**config.mk**
```make
export PLATFORM = sky130hd
export DESIGN_NAME = lbfrc_div
export DESIGN_NICKNAME = d
export VERILOG_FILES = /design/src/hdl/lbfrc_div.sv
export SDC_FILE = /design/constraint.sdc
export NUM_CORES = 2
export LEC_CHECK = 0
export BUFFER_PORTS_ARGS = -buffer_cell sky130_fd_sc_hd__buf_2
export CORE_UTILIZATION = 59
export CTS_BUF_LIST = sky130_fd_sc_hd__clkbuf_8
export CTS_CLUSTER_SIZE = 20
export DETAILED_ROUTE_END_ITERATION = 12
export PLACE_DENSITY = 0.78
export SYNTH_ARGS = -nofsm -noshare
export SYNTH_HDL_FRONTEND = slang
export SYNTH_SLANG_ARGS = --single-unit
```
**constraint.sdc**
```tcl
create_clock -name clock -period 2.8 [get_ports clock]
set_input_delay 0.42 -clock clock [delete_from_list [all_inputs] [get_ports clock]]
set_output_delay 0.42 -clock clock [all_outputs]
set_load 0.02 [all_outputs]
```
**src/hdl/lbfrc_div.sv**
```systemverilog
// Pipelined restoring divider: one quotient bit per stage, stall by enable.
// Self-contained.
module lbfrc_div #(
   parameter int NUM_W = 32,
   parameter int DEN_W = 16
) (
   input  logic             clock,
   input  logic             en,
   input  logic [NUM_W-1:0] num,
   input  logic [DEN_W-1:0] den,
   output logic [NUM_W-1:0] quo,
   output logic [DEN_W-1:0] rem
);

   // nq holds the numerator bits still to shift in, quotient bits enter low
   logic [NUM_W-1:0] nq_ff  [NUM_W+1];
   logic [DEN_W-1:0] rem_ff [NUM_W+1];
   logic [DEN_W-1:0] den_ff [NUM_W+1];

   // capture stage
   always_ff @(posedge clock) begin
      if (en) begin
         nq_ff[0]  <= num;
         rem_ff[0] <= '0;
         den_ff[0] <= den;
      end
   end

   for (genvar i = 0; i < NUM_W; i++) begin : g_stage
      logic [DEN_W:0] trial;
      logic [DEN_W:0] diff;
      logic           qbit;

      always_comb begin
         trial = {rem_ff[i], nq_ff[i][NUM_W-1]};
         diff  = trial - {1'b0, den_ff[i]};
         qbit  = (trial >= {1'b0, den_ff[i]});
      end

      always_ff @(posedge clock) begin
         if (en) begin
            rem_ff[i+1] <= qbit ? diff[DEN_W-1:0] : trial[DEN_W-1:0];
            nq_ff[i+1]  <= {nq_ff[i][NUM_W-2:0], qbit};
            den_ff[i+1] <= den_ff[i];
         end
      end
   end

   assign quo = nq_ff[NUM_W];
   assign rem = rem_ff[NUM_W];

endmodule
```
After elaboration in Yosys (flattened, before gate mapping) --
Memories as Yosys holds them, arrays and structs flattened. Cells that the tools add are included.
Word-level totals: flip-flop bits (word level) 0, latch bits 0, bits in writable memories 2112, ROM bits 0, output and inout port bits 48, memories 3
Cells by class: add/subtract/negate cells 32, multiply operators 0, div/mod/pow operators 0, $lt $le $gt $ge 32, eq/ne operators 0, shifts and indexed selects 0, multiplexer cells 34, bitwise logic cells 0, reductions and logical operators 0
Memory list:
- nq_ff | words 33, width 32, read ports 33, clocked after Yosys merged registers in 0, wr ports 33, line 16 | logic [NUM_W-1:0] nq_ff [NUM_W+1];
- den_ff | words 33, width 16, read ports 32, clocked after Yosys merged registers in 0, wr ports 33, line 18 | logic [DEN_W-1:0] den_ff [NUM_W+1];
- rem_ff | words 33, width 16, read ports 33, clocked after Yosys merged registers in 0, wr ports 33, line 17 | logic [DEN_W-1:0] rem_ff [NUM_W+1];
Operators by type and width (count):
- $ge A17 B16 Y1 | 32
- $mux W16 | 32
- $sub A16 B16 Y16 | 32
- $mux W1 | 2

Logic depth before layout (Yosys ltp) --
depth after elaboration 2, gate-level depth with buffers 12, mapped depth without buffers 11

Worst setup path after synthesis --
No wires, ideal clock.
path kind register to register, from mem den_ff[20][1], in the netlist den_ff[0][321], to mem rem_ff[21][8], in the netlist rem_ff[10][24], data pin, data arrival time 2675 ps, required time 2540 ps, setup slack -135 ps, stages on the path, launching flop included 12, period minus slack after synthesis 2935 ps, path through edfxtp_1 -> inv_1 -> ha_1 -> nor2b_1 -> o31a_1 -> nor3_1 -> o21ai_1 -> a311oi_1 -> nor2_1 -> a21oi_2 -> buf_4 -> mux2_2
RTL lines (line):
- from (decl) | 18
- to (decl) | 17

==> results.sh <==
export IMPL_slew_violations=0
export IMPL_synth_distinct_cells=81
export IMPL_p_seq_share_pct=40.5
export IMPL_grt_total_usage_pct=21.2
export IMPL_internal_power_w=0.0756
export IMPL_finalCritPeriodShare_pct=104
export IMPL_power_density_mw_per_mm2=1040
export IMPL_yosysTopAreaCell="edfxtp_1"
export IMPL_ys_seq_elements=2080
export IMPL_r2r_start="rem_ff[3][19]"
export IMPL_status="finished with violations"
export IMPL_cp_start_kind="register"
export IMPL_p_comb_share_pct=37.5
export IMPL_synth_top_family_by_area="compound AO/OA/AOI/OAI gates"
export IMPL_slowest_stage="edfxtp_1"
export IMPL_clk_pin_slew_worst_paths_ns=0.06
export IMPL_grt_pass1_wl_um=269000
export IMPL_worst_hold_slack_ns=0.133
export IMPL_synth_compound_area_share_pct=10.3
export IMPL_slew_headroom_pct=59.8
export IMPL_rows=144
export IMPL_drv_cap=0
export IMPL_post_route_min_period_ns=2.91
export IMPL_setup_slack_ns=-0.105
export IMPL_crit_path_cell_trace="ha_4, and2_4, a22o_1, o31ai_2, a21oi_1, o41a_1, a41oi_2, o221ai_4, buf_12, mux2_4"
export IMPL_via_per_inst=5.63
export IMPL_drc=8
export IMPL_wl_per_cell_um=17.8
export IMPL_io_pins=98
export IMPL_syn_area_per_cell_um2=14.2
export IMPL_endpoint_kind="register"
export IMPL_dp_hpwl_um=115000
export IMPL_numPortBuffers=97
export IMPL_setup_tns_ns=-3.11
export IMPL_via_count=54400
export IMPL_dieHeight_um=397
export IMPL_required_ns=3.50
export IMPL_pwr_share_clk_pct=22.0
export IMPL_root_buffer="clkbuf_8"
export IMPL_p_leak_nw=42.4
export IMPL_grt_max_degree=101
export IMPL_hp_start="num[14]"
export IMPL_first_pass_iters=9
export IMPL_ys_async_sr_fraction_pct=0
export IMPL_numCtsBuffers=345
export IMPL_die_x_um=397
export IMPL_die_area_mm2=0.157
export IMPL_drive_gt1_share_pct=19.5
export IMPL_fin_worst_skew_ns=0.0717
export IMPL_switching_share_pct=32.7
export IMPL_arrival_ns=3.60
export IMPL_syn_area_mm2=0.0919
export IMPL_path_max_fanout=15
export IMPL_overflow=0
export IMPL_antenna_found_initial=2
export IMPL_tritoncts="built"
export IMPL_wl_um=172000
export IMPL_postRouteAntennaNets=0
export IMPL_clock_sinks=2080
export IMPL_timing_fmax_ghz=0.344
export IMPL_netlist_top_cells_area="edfxtp_1 (68%), ha_1 (6.8%), o21ai_0 (2.5%), inv_1 (2.5%), nand2_1 (2.0%)"
export IMPL_yosys_area_share_simple_pct=6.35
export IMPL_area_delta_synth_final_pct=17.2
export IMPL_crit_path_start="rem_ff[3][19]"
export IMPL_p_sw_w=0.0367
export IMPL_yosysTopAreaCellShare_pct=68.0
export IMPL_hp_class="in -> reg"
export IMPL_syn_nets=7059
export IMPL_grt_pass1_vias=53500
export IMPL_design_core_area_mm2=0.154
export IMPL_layout_common_cells="edfxtp_1 (2080), inv_1 (682), nand2_1 (496), ha_1 (451), buf_4 (432)"
export IMPL_place_ws_ns=-0.171
export IMPL_insertion_delay_ns=1.00
export IMPL_setup_viol=56
export IMPL_synthXorXnorAreaFrac_pct=3.10
export IMPL_synth_cells=6480
export IMPL_crit_type="reg -> reg"
export IMPL_gp_congestion=0.930
export IMPL_finalHoldViolations=0
export IMPL_grt_setup_unrepaired="yes"
export IMPL_fin_nets=7960
export IMPL_worst_slew_pin_slew_ns=0.599
export IMPL_peakVddDrop_mv=0.599
export IMPL_finish_utilization_pct=69.8
export IMPL_ys_seq_area_share_pct=68.0
export IMPL_final_common_cell="edfxtp_1"
export IMPL_synth_enable_flop_cells=2080
export IMPL_synthMuxAreaShare_pct=1.92
export IMPL_synthAdderAreaFrac_pct=7.46
export IMPL_critPathMaxStageDelay_ns=0.45
export IMPL_drt_initial_drc_count=4114
export IMPL_initial_core_util_pct=59.5
export IMPL_failed_checks="DRC, setup timing"
export IMPL_cts_max_level=5
export IMPL_cts_buffer_depth=4
export IMPL_synth_ff_type="edfxtp_1"
export IMPL_ys_warn_count=0
-- kinds of logic after synthesis --
| logic type | count (synthesis) |
|---|---|
| muxes | 156 |
| buffers and inverters | 710 |
| and+or+nand+nor | 1234 |
| DFF | 2080 |
| xor gates and xnor gates | 325 |
| AOI/OAI and AO/OA | 1446 |
| adders and majority gates | 529 |
-- state kept, by name, indices dropped and copies added (netlist names) --
register and cells:
den_ff 512, rem_ff 512, nq_ff 1056
-- through the flow --
step	power, W	std cells	instance area (µm²)
2_1_floorplan	0.0715	6480	92000
3_3_place_gp	0.0820	8931	98300
3_5_place_dp	0.0834	8931	98300
4_1_cts	0.110	9587	106000
5_1_grt	0.119	9663	108000
6_report	0.112	9665	108000
-- final timing paths --
kind | endpoint | slack (ns) | depth (start not counted)
worst min-delay path | nq_ff[0][14] | 0.13 | 2
worst max-delay path | rem_ff[4][13] | -0.11 | 10
worst min register to register | nq_ff[15][24] | 0.38 | 0
worst max register to register | rem_ff[4][13] | -0.11 | 10
-- power groups by stage --
stage	clock, W	combinational (W)	sequential, W
floorplan	0	0.0270	0.0445
global placement	0	0.0362	0.0458
detailed placement	0	0.0375	0.0458
CTS	0.0255	0.0387	0.0453
global route	0.0268	0.0462	0.0459
finish	0.0247	0.0422	0.0454
-- metal layers --
layer  part of all wire [%]  track usage (%)  up-vias
li1                       -                -    26100
met2                     49             35.6     1623
met5                      0                0        -
met1                     42             27.3    26100
met4                    4.0             9.29        0
met3                    4.9             3.59      496
-- area by class of cell --
| cell class | instances | area [µm²] |
|---|---|---|
| antenna | 3 | 7.51 |
| clock buffer | 350 | 4820 |
| clock inverter | 234 | 1470 |
| fill | 9960 | 46700 |
| inverter | 613 | 2300 |
| multi-input combinational | 3690 | 28700 |
| sequential | 2080 | 62500 |
| tap | 2044 | 2560 |
| timing repair buffer | 651 | 5440 |
-- synthesized netlist by cell type (16+ instances only) --
library cell and count:
fa_1 31, nand2b_1 76, xnor2_1 155, mux2i_1 29, nand4_1 67, nor3_1 82, nor2b_1 76, o21bai_1 35
o211ai_1 19, o41ai_1 20, o31ai_1 43, o21ai_0 459, a31oi_1 39, a21o_1 168, or3_1 20, and2_1 20
o21ai_1 19, clkbuf_1 59, o21a_1 97, and3_1 27, o31a_1 31, nor4_1 42, a31o_2 16, inv_1 612
nand3_1 58, a21oi_1 282, mux2_2 102, nand2_1 496, a211oi_1 46, a21boi_0 28, edfxtp_1 2080, ha_1 498
xor2_1 170, buf_2 26, nor2_1 220
-- critical path: cells and delay by family, from the launching register on --
kind	cells	cell delay, ns
AOI/OAI and AO/OA	6	1.27
DFF	1	0.45
muxes	1	0.30
adders and majority gates	1	0.29
buffers and inverters	1	0.17
and+or+nand+nor	1	0.16
-- timing repair --
| action | in CTS | in global routing |
|---|---|---|
| buffers inserted | 24 | 73 |
| hold endpoints to repair | 82 | 0 |
| resized for setup | 100 | 333 |
| hold buffers | 49 | 0 |
| pin swaps | 59 | 160 |
| cloned | 0 | 6 |
| setup endpoints to repair | 241 | 403 |
No activity file was read; power rests on OpenSTA's default activity.
